<file path="src/rtl/core/zof_pkg.sv">
// Shared types and constants for the z-score outlier filter.
package zof_pkg;

    // Field and state widths
    localparam int SAMPLE_W = 24;
    localparam int KIND_W   = 2;
    localparam int SUM_W    = 40;
    localparam int SQ_W     = 63;
    localparam int THR_W    = 16;

    localparam logic [THR_W-1:0] THR_RESET = 16'd768;
    localparam int MAX_SAMPLES_DEF = 65536;

    // Shared multiplier: 32x32 chunks, operand A up to 3 chunks, B up to 2
    localparam int CHUNK_W = 32;
    localparam int PROD_W  = 2 * CHUNK_W;
    localparam int OPA_W   = 3 * CHUNK_W;
    localparam int OPB_W   = 2 * CHUNK_W;
    localparam int ACC_W   = 112;

    // Intermediate result widths
    localparam int VAR_W = 79;   // n*Q - S^2
    localparam int RHS_W = 111;  // t^2 * (n*Q - S^2)
    localparam int NX_W  = 40;   // |n*x|
    localparam int DIF_W = 42;   // n*x - S, signed
    localparam int DM_W  = 41;   // |n*x - S|
    localparam int LHS_W = 98;   // (n*x - S)^2 << 16

    // Item kinds
    localparam logic [KIND_W-1:0] KIND_CLEAR = 2'd0;
    localparam logic [KIND_W-1:0] KIND_ACCUM = 2'd1;
    localparam logic [KIND_W-1:0] KIND_TEST  = 2'd2;

    // Sequencer states
    typedef enum logic [4:0] {
        S_IDLE = 5'b00001,
        S_MUL  = 5'b00010,
        S_FIN  = 5'b00100,
        S_POST = 5'b01000,
        S_OUT  = 5'b10000
    } t_state;

    // Multiply job currently on the shared unit
    typedef enum logic [2:0] {
        OP_XX = 3'd0,   // x^2 for accumulation
        OP_NQ = 3'd1,   // n*Q
        OP_SS = 3'd2,   // S^2
        OP_TT = 3'd3,   // t^2
        OP_VT = 3'd4,   // t^2 * variance term
        OP_NX = 3'd5,   // n*|x|
        OP_DD = 3'd6    // (n*x - S)^2
    } t_op;

endpackage

</file>
<file path="src/rtl/core/zscore_outlier_filter.sv">
// Top level of the z-score outlier filter: statistics and a shared multiplier sequencer.
//
//  channel   dir  signals                          payload
//  s_axis    in   tvalid/tready/tdata/tuser       tdata[23:0] sample, tuser[1:0] kind
//  m_axis    out  tvalid/tready/tdata/tuser       tdata[0] keep, tuser[0] overflowed
//  cfg       in   i_cfg_we/i_cfg_wdata            z_threshold, unsigned Q8.8
//
// Clear item: handled as it is accepted. Accumulate item: one x^2 product (none once the
// count is full). Test item: a chain of six products (fewer with zero count or zero
// variance) run through the single 32x32 multiplier, one partial product per cycle.
// Reset is synchronous, active low; statistics clear and the threshold returns to 3.0.
// A finished result waits in the output register; a new item is taken meanwhile,
// and a later test result waits in the sequencer until that register frees.
module zscore_outlier_filter #(
    parameter int MAX_SAMPLES = zof_pkg::MAX_SAMPLES_DEF
) (
    input  logic                        i_clk,
    input  logic                        i_rst_n,
    input  logic                        s_axis_tvalid,
    output logic                        s_axis_tready,
    input  logic [zof_pkg::SAMPLE_W-1:0] s_axis_tdata,  // [23:0] sample
    input  logic [zof_pkg::KIND_W-1:0]  s_axis_tuser,   // [1:0] kind
    output logic                        m_axis_tvalid,
    input  logic                        m_axis_tready,
    output logic [7:0]                  m_axis_tdata,   // [0] keep, [7:1] zero
    output logic                        m_axis_tuser,   // [0] overflowed
    input  logic                        i_cfg_we,
    input  logic [zof_pkg::THR_W-1:0]   i_cfg_wdata
);

    localparam int CNT_W = $clog2(MAX_SAMPLES + 1);
    localparam int CW    = zof_pkg::CHUNK_W;

    // Control and statistics
    zof_pkg::t_state r_state, n_state;
    zof_pkg::t_op    r_op, n_op;
    logic [CNT_W-1:0]                  r_count, n_count;
    logic signed [zof_pkg::SUM_W-1:0]  r_sum, n_sum;
    logic [zof_pkg::SQ_W-1:0]          r_sq, n_sq;
    logic                              r_sat, n_sat;
    logic [zof_pkg::THR_W-1:0]         r_thr, n_thr;
    logic signed [zof_pkg::SAMPLE_W-1:0] r_x, n_x;

    // Shared multiplier
    logic [zof_pkg::OPA_W-1:0]  r_opa, n_opa;
    logic [zof_pkg::OPB_W-1:0]  r_opb, n_opb;
    logic [1:0]                 r_na, n_na, r_i, n_i;
    logic                       r_nb, n_nb, r_j, n_j;
    logic [zof_pkg::PROD_W-1:0] r_prod, n_prod;
    logic [1:0]                 r_psh, n_psh;
    logic                       r_pv, n_pv;
    logic [zof_pkg::ACC_W-1:0]  r_acc, n_acc;

    // Intermediates
    logic [zof_pkg::VAR_W-1:0] r_v, n_v;
    logic [zof_pkg::RHS_W-1:0] r_r, n_r;
    logic                      r_keep, n_keep;

    // Output register
    logic r_out_valid, n_out_valid, r_out_keep, n_out_keep, r_out_ovf, n_out_ovf;

    logic [CW-1:0]              a_chunk, b_chunk;
    logic [zof_pkg::ACC_W-1:0]  prod_sh;
    logic [zof_pkg::SAMPLE_W-1:0] in_mag, x_mag;
    logic signed [zof_pkg::SAMPLE_W-1:0] in_x;
    logic [zof_pkg::SUM_W-1:0]  sum_mag;
    logic [zof_pkg::DIF_W-1:0]  nx_s, dif;
    logic [zof_pkg::DIF_W-1:0]  dif_abs;
    logic [zof_pkg::LHS_W-1:0]  lhs;
    logic                       in_acc;

    assign s_axis_tready = (r_state == zof_pkg::S_IDLE);
    assign in_acc        = s_axis_tvalid && s_axis_tready;
    assign m_axis_tvalid = r_out_valid;
    assign m_axis_tdata  = {7'd0, r_out_keep};
    assign m_axis_tuser  = r_out_ovf;

    // Operand chunk selection
    always_comb begin
        case (r_i)
            2'd0:    a_chunk = r_opa[CW-1:0];
            2'd1:    a_chunk = r_opa[2*CW-1:CW];
            2'd2:    a_chunk = r_opa[3*CW-1:2*CW];
            default: a_chunk = '0;
        endcase
        b_chunk = r_j ? r_opb[2*CW-1:CW] : r_opb[CW-1:0];
    end

    // Partial product alignment
    always_comb begin
        case (r_psh)
            2'd0:    prod_sh = zof_pkg::ACC_W'(r_prod);
            2'd1:    prod_sh = zof_pkg::ACC_W'(r_prod) << CW;
            2'd2:    prod_sh = zof_pkg::ACC_W'(r_prod) << (2 * CW);
            default: prod_sh = zof_pkg::ACC_W'(r_prod) << (3 * CW);
        endcase
    end

    // Magnitudes and the deviation term
    always_comb begin
        in_x    = signed'(s_axis_tdata);
        in_mag  = in_x[zof_pkg::SAMPLE_W-1] ?
                  (~s_axis_tdata + zof_pkg::SAMPLE_W'(1)) : s_axis_tdata;
        x_mag   = r_x[zof_pkg::SAMPLE_W-1] ? (~r_x + zof_pkg::SAMPLE_W'(1)) : r_x;
        sum_mag = r_sum[zof_pkg::SUM_W-1] ? (~r_sum + zof_pkg::SUM_W'(1)) : r_sum;
        nx_s    = {2'b00, r_acc[zof_pkg::NX_W-1:0]};
        if (r_x[zof_pkg::SAMPLE_W-1]) begin
            nx_s = ~nx_s + zof_pkg::DIF_W'(1);
        end
        dif     = nx_s - {{(zof_pkg::DIF_W - zof_pkg::SUM_W){r_sum[zof_pkg::SUM_W-1]}}, r_sum};
        dif_abs = dif[zof_pkg::DIF_W-1] ? (~dif + zof_pkg::DIF_W'(1)) : dif;
        lhs     = {r_acc[zof_pkg::LHS_W-17:0], 16'd0};
    end

    // Sequencer and datapath
    always_comb begin
        n_state = r_state;  n_op = r_op;
        n_count = r_count;  n_sum = r_sum;  n_sq = r_sq;  n_sat = r_sat;
        n_thr   = i_cfg_we ? i_cfg_wdata : r_thr;
        n_x     = r_x;
        n_opa = r_opa;  n_opb = r_opb;  n_na = r_na;  n_nb = r_nb;
        n_i = r_i;  n_j = r_j;  n_prod = r_prod;  n_psh = r_psh;  n_pv = r_pv;
        n_acc = r_acc;  n_v = r_v;  n_r = r_r;  n_keep = r_keep;
        n_out_valid = r_out_valid && !m_axis_tready;
        n_out_keep  = r_out_keep;
        n_out_ovf   = r_out_ovf;

        case (r_state)
            zof_pkg::S_IDLE: begin
                n_i = '0;  n_j = 1'b0;  n_acc = '0;  n_pv = 1'b0;
                if (in_acc) begin
                    n_x = in_x;
                    case (s_axis_tuser)
                        zof_pkg::KIND_CLEAR: begin
                            n_count = '0;  n_sum = '0;  n_sq = '0;  n_sat = 1'b0;
                        end
                        zof_pkg::KIND_ACCUM: begin
                            if (r_count < CNT_W'(MAX_SAMPLES)) begin
                                n_opa   = zof_pkg::OPA_W'(in_mag);
                                n_opb   = zof_pkg::OPB_W'(in_mag);
                                n_na    = 2'd0;  n_nb = 1'b0;
                                n_op    = zof_pkg::OP_XX;
                                n_state = zof_pkg::S_MUL;
                            end else begin
                                n_sat = 1'b1;
                            end
                        end
                        zof_pkg::KIND_TEST: begin
                            if (r_count == '0) begin
                                n_keep  = 1'b0;
                                n_state = zof_pkg::S_OUT;
                            end else begin
                                n_opa   = zof_pkg::OPA_W'(r_sq);
                                n_opb   = zof_pkg::OPB_W'(r_count);
                                n_na    = 2'd1;  n_nb = 1'b0;
                                n_op    = zof_pkg::OP_NQ;
                                n_state = zof_pkg::S_MUL;
                            end
                        end
                        default: ;
                    endcase
                end
            end

            // One partial product per cycle, registered and added in the next cycle
            zof_pkg::S_MUL: begin
                n_prod = a_chunk * b_chunk;
                n_psh  = r_i + {1'b0, r_j};
                n_pv   = 1'b1;
                if (r_pv) begin
                    n_acc = r_acc + prod_sh;
                end
                if (r_j == r_nb) begin
                    n_j = 1'b0;
                    if (r_i == r_na) begin
                        n_state = zof_pkg::S_FIN;
                    end else begin
                        n_i = r_i + 2'd1;
                    end
                end else begin
                    n_j = 1'b1;
                end
            end

            zof_pkg::S_FIN: begin
                n_acc   = r_acc + prod_sh;
                n_pv    = 1'b0;
                n_state = zof_pkg::S_POST;
            end

            // Use the finished product and queue the next one
            zof_pkg::S_POST: begin
                n_i = '0;  n_j = 1'b0;  n_acc = '0;
                n_state = zof_pkg::S_MUL;
                case (r_op)
                    zof_pkg::OP_XX: begin
                        n_count = r_count + CNT_W'(1);
                        n_sum   = r_sum + zof_pkg::SUM_W'(r_x);
                        n_sq    = r_sq + r_acc[zof_pkg::SQ_W-1:0];
                        n_state = zof_pkg::S_IDLE;
                    end
                    zof_pkg::OP_NQ: begin
                        n_v   = r_acc[zof_pkg::VAR_W-1:0];
                        n_opa = zof_pkg::OPA_W'(sum_mag);
                        n_opb = zof_pkg::OPB_W'(sum_mag);
                        n_na  = 2'd1;  n_nb = 1'b1;
                        n_op  = zof_pkg::OP_SS;
                    end
                    zof_pkg::OP_SS: begin
                        if (r_v <= r_acc[zof_pkg::VAR_W-1:0]) begin
                            n_keep  = 1'b0;
                            n_state = zof_pkg::S_OUT;
                        end else begin
                            n_v   = r_v - r_acc[zof_pkg::VAR_W-1:0];
                            n_opa = zof_pkg::OPA_W'(r_thr);
                            n_opb = zof_pkg::OPB_W'(r_thr);
                            n_na  = 2'd0;  n_nb = 1'b0;
                            n_op  = zof_pkg::OP_TT;
                        end
                    end
                    zof_pkg::OP_TT: begin
                        n_opa = zof_pkg::OPA_W'(r_v);
                        n_opb = zof_pkg::OPB_W'(r_acc[CW-1:0]);
                        n_na  = 2'd2;  n_nb = 1'b0;
                        n_op  = zof_pkg::OP_VT;
                    end
                    zof_pkg::OP_VT: begin
                        n_r   = r_acc[zof_pkg::RHS_W-1:0];
                        n_opa = zof_pkg::OPA_W'(r_count);
                        n_opb = zof_pkg::OPB_W'(x_mag);
                        n_na  = 2'd0;  n_nb = 1'b0;
                        n_op  = zof_pkg::OP_NX;
                    end
                    zof_pkg::OP_NX: begin
                        n_opa = zof_pkg::OPA_W'(dif_abs[zof_pkg::DM_W-1:0]);
                        n_opb = zof_pkg::OPB_W'(dif_abs[zof_pkg::DM_W-1:0]);
                        n_na  = 2'd1;  n_nb = 1'b1;
                        n_op  = zof_pkg::OP_DD;
                    end
                    zof_pkg::OP_DD: begin
                        n_keep  = zof_pkg::RHS_W'(lhs) <= r_r;
                        n_state = zof_pkg::S_OUT;
                    end
                    default: n_state = zof_pkg::S_IDLE;
                endcase
            end

            // Hand the result to the output register when it is free
            zof_pkg::S_OUT: begin
                if (!r_out_valid || m_axis_tready) begin
                    n_out_valid = 1'b1;
                    n_out_keep  = r_keep;
                    n_out_ovf   = r_sat;
                    n_state     = zof_pkg::S_IDLE;
                end
            end

            default: n_state = zof_pkg::S_IDLE;
        endcase
    end

    // Control and statistics registers
    always_ff @(posedge i_clk) begin
        if (!i_rst_n) begin
            r_state     <= zof_pkg::S_IDLE;
            r_count     <= '0;
            r_sum       <= '0;
            r_sq        <= '0;
            r_sat       <= 1'b0;
            r_thr       <= zof_pkg::THR_RESET;
            r_pv        <= 1'b0;
            r_out_valid <= 1'b0;
        end else begin
            r_state     <= n_state;
            r_count     <= n_count;
            r_sum       <= n_sum;
            r_sq        <= n_sq;
            r_sat       <= n_sat;
            r_thr       <= n_thr;
            r_pv        <= n_pv;
            r_out_valid <= n_out_valid;
        end
    end

    // Payload registers
    always_ff @(posedge i_clk) begin
        r_op       <= n_op;
        r_x        <= n_x;
        r_opa      <= n_opa;
        r_opb      <= n_opb;
        r_na       <= n_na;
        r_nb       <= n_nb;
        r_i        <= n_i;
        r_j        <= n_j;
        r_prod     <= n_prod;
        r_psh      <= n_psh;
        r_acc      <= n_acc;
        r_v        <= n_v;
        r_r        <= n_r;
        r_keep     <= n_keep;
        r_out_keep <= n_out_keep;
        r_out_ovf  <= n_out_ovf;
    end

endmodule

</file>
<file path="config.mk">
export PLATFORM = sky130hd
export DESIGN_NAME = zscore_outlier_filter
export DESIGN_NICKNAME = d
export VERILOG_FILES = /design/src/rtl/core/zof_pkg.sv /design/src/rtl/core/zscore_outlier_filter.sv
export SDC_FILE = /design/constraint.sdc
export NUM_CORES = 2
export LEC_CHECK = 0
export ABC_AREA = 1
export BUFFER_PORTS_ARGS = -buffer_cell sky130_fd_sc_hd__buf_2
export CAP_MARGIN = 40
export CORE_MARGIN = 10
export CORE_UTILIZATION = 49
export CTS_CLUSTER_SIZE = 25
export DETAILED_ROUTE_END_ITERATION = 6
export GPL_TIMING_DRIVEN = 0
export HOLD_SLACK_MARGIN = 0.15
export PLACE_DENSITY = 0.67
export SLEW_MARGIN = 10
export SYNTH_ARGS = -nofsm -noshare
export SYNTH_HDL_FRONTEND = slang
export SYNTH_SLANG_ARGS = --single-unit
</file>
<file path="constraint.sdc">
create_clock -name i_clk -period 9.45 [get_ports i_clk]
set_input_delay 1.89 -clock i_clk [delete_from_list [all_inputs] [get_ports i_clk]]
set_output_delay 1.89 -clock i_clk [all_outputs]
set_load 0.01 [all_outputs]
</file>
**After elaboration in Yosys (flattened, before gate mapping)**

Index checks and enable logic that the tools add are counted.

- Bits of input ports: 47
- Memory bits (read-only): 0
- Register bits after elaboration: 708
- RAM bits: 0
- Output and inout port bits: 11
- Latch bits: 0
- Memories: 0

- Reduce and logical (&&, ||, !) cells: 34
- Bitwise logic cells: 5
- Mux-type cells: 85
- Add/subtract/negate cells: 13
- Shift operators: 0
- Equal/unequal tests: 40
- Div/mod/pow operators: 0
- $lt $le $gt $ge: 3
- Multiply operators: 1

Operators by type and width:

| cell | number |
|---|---|
| 112-bit one-hot mux with 3 select lines | 2 |
| 96-bit one-hot mux with 5 select lines | 1 |
| 96-bit 2-to-1 mux | 4 |
| 96-bit one-hot mux with 2 select lines | 2 |
| 64-bit one-hot mux with 5 select lines | 1 |
| 64-bit 2-to-1 mux | 4 |
| 64-bit one-hot mux with 2 select lines | 2 |
| 63-bit 2-to-1 mux | 3 |
| 40-bit 2-to-1 mux | 4 |
| 79-bit one-hot mux with 2 select lines | 1 |
| 63-bit one-hot mux with 2 select lines | 1 |
| 112-bit adder | 1 |
| 112-bit 2-to-1 mux | 1 |
| 98-bit by 111-bit less-or-equal comparator with 1-bit output | 1 |
| 32-bit one-hot mux with 3 select lines | 1 |
| 40-bit one-hot mux with 2 select lines | 1 |
| 79-bit less-or-equal comparator | 1 |
| 79-bit 2-to-1 mux | 1 |
| 79-bit subtractor | 1 |
| 32-bit by 32-bit multiplier with 64-bit output | 1 |
| 63-bit adder | 1 |
| 17-bit 2-to-1 mux | 3 |
| 24-bit 2-to-1 mux | 2 |
| 24-bit NOT | 2 |
| other kinds (66) | 139 |

**Longest topological paths before layout**

- Depth in word-level cells: 9
- Mapped depth: 39
- Gate-level depth less buffers: 37

**Least setup slack after synthesis**

Ideal clock, no wire load.

- Kind: register to register
- From: register r_acc[1] (netlist name)
- To: register r_v[0] (netlist name), enable pin
- Data arrival time: 9659 ps
- Data required time: 8739 ps
- Cell stages (with the launch flop): 17
- Setup slack: -920 ps
- Cells stage by stage: edfxtp_1 inv_1 ha_1 nand3_1 nand2_2 a21oi_2 o21ai_0 a21oi_1 o21ai_2 nand2_1 nand2_1 nand2_1 nand2_1 nand2_1 nand2_1 inv_1 nor4_1

- Longest elaborated chain between the ends: 3

RTL lines:

| what | line | text |
|---|---|---|
| start: declaration | zscore_outlier_filter.sv:52 | `logic [zof_pkg::ACC_W-1:0] r_acc, n_acc;` |
| start signal: assignment | zscore_outlier_filter.sv:297 | `r_acc <= n_acc;` |
| 79-bit less-or-equal comparator | zscore_outlier_filter.sv:210 | `if (r_v <= r_acc[zof_pkg::VAR_W-1:0]) begin` |
| 2-bit inequality test (no source line) | n/a |  |
| 3-bit AND reduction (no source line) | n/a |  |
| end signal: assignment | zscore_outlier_filter.sv:298 | `r_v <= n_v;` |
| end: declaration | zscore_outlier_filter.sv:55 | `logic [zof_pkg::VAR_W-1:0] r_v, n_v;` |

No other way between the ends.
A chain may end at the register's enable or synchronous reset.

**Worst setup path in the final report**

- From: register r_i[1]
- To: register r_prod[63] (netlist name), data pin

- Longest elaborated chain between the ends: 3

RTL lines:

| what | line | text |
|---|---|---|
| start: declaration | zscore_outlier_filter.sv:47 | `logic [1:0] r_na, n_na, r_i, n_i;` |
| start signal: assignment | zscore_outlier_filter.sv:293 | `r_i <= n_i;` |
| 2-bit equality test (tied with other cells) | zscore_outlier_filter.sv:80 | `case (r_i)` |
| 32-bit one-hot mux with 3 select lines (*) | zscore_outlier_filter.sv:80 |  |
| 32-bit by 32-bit multiplier with 64-bit output (*) | zscore_outlier_filter.sv:167 | `n_prod = a_chunk * b_chunk;` |
| end signal: assignment | zscore_outlier_filter.sv:295 | `r_prod <= n_prod;` |
| end: declaration | zscore_outlier_filter.sv:49 | `logic [zof_pkg::PROD_W-1:0] r_prod, n_prod;` |

Every way passes the cells marked *; elsewhere a longest branch is shown, timed or not.

==> summary.md <==
| Metric | Value |
|---|---|
| Status | `finished, violations left` |
| Failing checks | `DRC` |
| Global-route usage over all layers | `41.1%` |
| Number of buffers created by CTS | `84` |
| Synth Area in Adders | `29.7%` |
| Synth Area in XOR/XNOR | `1.78%` |
| I/O pin count | `58` |
| Slowest cell on the critical path | `fa_1` |
| Layout Utilization | `54.2%` |
| Rows | `156` |
| Startpoint Class | `register` |
| DRC Markers | `4` |
| CP delay by family, top | `adder cells` |
| MaxCap Viol Count | `0` |
| Non-filler cells, final | `14951` |
| Hold_ws | `0.423 ns` |
| Post-layout min period | `9.22 ns` |
| TritonCTS clock tree | `done` |
| Post-synth EDFFs | `523` |
| Vias per inst | `6.00` |
| Fin. Hold Viols | `0` |
| Critical Path Start | `r_i[1]` |
| Routed WL per cell | `28.0 um` |
| Hold Path Stages | `0` |
| Post-Synth Simple-Gate Area | `21.6%` |
| Placed insts | `14782` |
| Routed WL | `419 mm` |
| Synth Flop Type | `edfxtp_1` |
| Post-synthesis cell area | `0.0896 mm2` |
| Asr flop ratio synth | `0%` |
| Antenna violations before repair | `29` |
| Reg2reg setup slack | `0.23 ns` |
| Worst Path Arrival | `9.70 ns` |
| Detailed-route via count | `89695` |
| CP Data Required Time | `9.93 ns` |
| Skew-Pair Late Insertion Delay | `0.77 ns` |
| Synth warn | `0` |
| Clock Skews | `0.0363 ns` |
| First-pass iteration count of the detailed router | `7` |
| First-pass GRT wire length | `597 mm` |
| Worst setup path end | `r_prod[63]` |
| Final Net Count | `14147` |
| Final period utilization | `97.6%` |
| Die height | `448 um` |
| Main combinational cell family by area after synthesis | `adder cells` |
| Crit path max fanout | `10` |
| Layout area overhead | `9.69%` |
| Worst setup EP type | `register` |
| Worst-case reg-to-reg path depth | `35` |
| Die ar. | `0.200 mm2` |
| Largest net degree at the start of global routing | `101` |
| Final setup TNS | `0 ns` |
| Setup violations, final | `0` |
| Worst r2r src | `r_i[1]` |
| Worst-path clk slew | `0.06 ns` |
| Synthesized instance count | `12237` |
| Core ar. | `0.181 mm2` |
| R2r endpoint | `r_prod[63]` |
| Clock Path Buffers | `3` |
| Fraction of final layout cells with drive strength greater than 1 | `5.92%` |
| Worst-Margin Slew | `1.11 ns` |
| Seq cells post-synth | `667` |
| Die Width | `448 um` |
| CTS H-tree depth | `3` |
| Post-synthesis compound-gate area fraction | `14.6%` |
| Max stage delay on crit path | `0.63 ns` |
| Congestion Overflow GR | `0` |
| CP Depth | `35` |
| Port bufs | `50` |
| Clk sinks | `667` |
| Max Slew Vio Count | `0` |
| Worst Path Buf+Inv | `13` |
| Antenna Nets Post-Route | `0` |
| Most used cell, CP | `fa_1` |
| Vias in the first global route | `86700` |
| Final GP Congestion | `1.12` |
| Initial Util | `49.4%` |
| Post-synthesis mux area share | `0%` |
| Root Driver | `clkbuf_16` |
| Post-CTS Hold Buffers | `0` |
| Post-DP HPWL | `356 mm` |
| Fmax | `108 MHz` |
| Slew Limit Headroom | `26.2%` |
| Crit Path Class | `register to register` |
| Syn Area/Cell | `7.33 um2` |
| Cell variety after synth | `72` |
| Seq/Total Area, Yosys | `20.7%` |
| Hold WC Path Type | `register to register` |
| Violation count after the first detailed-route iteration | `11533` |
[cells in the mapped netlist (all sizes together) (4+ instances only)]
cell type	instances	area, um2
inv	2397	9000
nand2	2348	8880
nor2	1611	6100
a21oi	1036	5220
fa	901	18000
ha	689	8620
o21ai	682	3420
edfxtp	523	15700
nand3	384	1940
clkbuf	272	1020
dfxtp	144	2880
xor2	126	1120
nor3	123	682
a31oi	109	688
nand4	104	657
o21a	104	781
o22ai	87	544
or2	75	469
nor4	54	338
xnor2	54	473
o21bai	50	375
buf	48	275
o211ai	48	365
a22o	42	368
a21o	38	285
a221oi	25	219
a21boi	20	150
clkinv	20	75.1
nand3b	19	143
o31ai	18	140
o2111ai	13	114
a211oi	11	82.6
a22oi	11	82.6
and3	9	56.3
o221ai	7	61.3
and2	6	37.5
nor3b	6	45.0
o311ai	6	52.6
a31o	4	35.0
[worst min-delay path by stage]
stage | start | to | slack [ns]
detailed placement | r_keep | r_out_keep | 0.41
global placement | r_keep | r_out_keep | 0.41
finish | r_keep | r_out_keep | 0.42
floorplan | r_keep | r_out_keep | 0.40
global route | r_keep | r_out_keep | 0.45
CTS | r_keep | r_out_keep | 0.42
[area by class of cell]
class                      instances  area [um2]
antenna                            3        7.51
clock inverter                    52         582
buffer                           308        1470
clock buffer                     102        2240
sequential                       667       18600
multi-input combinational       8839       61200
tap                             2370        2970
timing repair buffer             193        2110
inverter                        2417        9170
fill                           17832       83000
[metal layers]
metal / global-route usage, % / routed length, um / up-vias
li1: - / - / 39747
met1: 53.1 / 161000 / 43094
met2: 59.3 / 170000 / 5563
met4: 24.5 / 31800 / 24
met5: 0 / 155 / -
met3: 14.2 / 56700 / 1267
[state kept, by name (all words and copies together), names as in the netlist, 24 cells and up]
| name | flops |
|---|---|
| r_sq | 63 |
| r_opb | 41 |
| r_v | 79 |
| r_sum | 40 |
| r_acc | 111 |
| r_r | 111 |
| r_x | 24 |
| r_prod | 64 |
| r_opa | 79 |
[metrics by stage]
| step | worst slack, ns | area (um2) |
|---|---|---|
| after floorplan | 0.432 | 89700 |
| after global placement | -4.99 | 92900 |
| after detailed placement | -1.83 | 94600 |
| after CTS | 0.00748 | 97800 |
| after global routing | -0.0379 | 98300 |
| final | 0.230 | 98300 |
[repair_timing]
action                     4_1_cts  5_1_grt
resized for setup              156      201
buffers inserted                 7       13
pin swaps                        5        9
setup endpoints to repair       41       29
[layout by cell type (no fill, tap or decap), types with 42 or more instances in the layout]
| cell type | Yosys | routed |
|---|---|---|
| o21ai_1 | 66 | 68 |
| nand4_1 | 103 | 103 |
| o21ai_0 | 615 | 607 |
| o211ai_1 | 47 | 47 |
| clkbuf_2 | 0 | 62 |
| inv_1 | 2383 | 2358 |
| dfxtp_1 | 144 | 144 |
| or2_2 | 67 | 67 |
| buf_4 | 11 | 42 |
| nor4_1 | 54 | 52 |
| clkbuf_1 | 272 | 179 |
| a31oi_1 | 108 | 107 |
| fa_1 | 901 | 889 |
| buf_6 | 4 | 45 |
| edfxtp_1 | 523 | 523 |
| nand3_1 | 380 | 378 |
| o21bai_1 | 50 | 50 |
| o22ai_1 | 87 | 87 |
| ha_1 | 689 | 681 |
| a21oi_1 | 1028 | 1012 |
| nor3_1 | 111 | 109 |
| clkbuf_16 | 0 | 86 |
| nand2_1 | 2324 | 2282 |
| buf_8 | 1 | 50 |
| xor2_1 | 124 | 124 |
| nor2_1 | 1594 | 1585 |
| xnor2_1 | 54 | 54 |
| buf_2 | 10 | 80 |
| nand2_2 | 23 | 47 |
| o21a_1 | 104 | 103 |
[kinds of logic after synthesis]
group           after synthesis
simple gates               4743
buf+inv                    2737
compound gates             2319
fa+ha+maj                  1590
flops                       667
xor+xnor                    180
other cells                   1
Power is left out: the tool's default activity adds up to more than one toggle a clock period on the data nets, which glitch-free logic cannot reach.
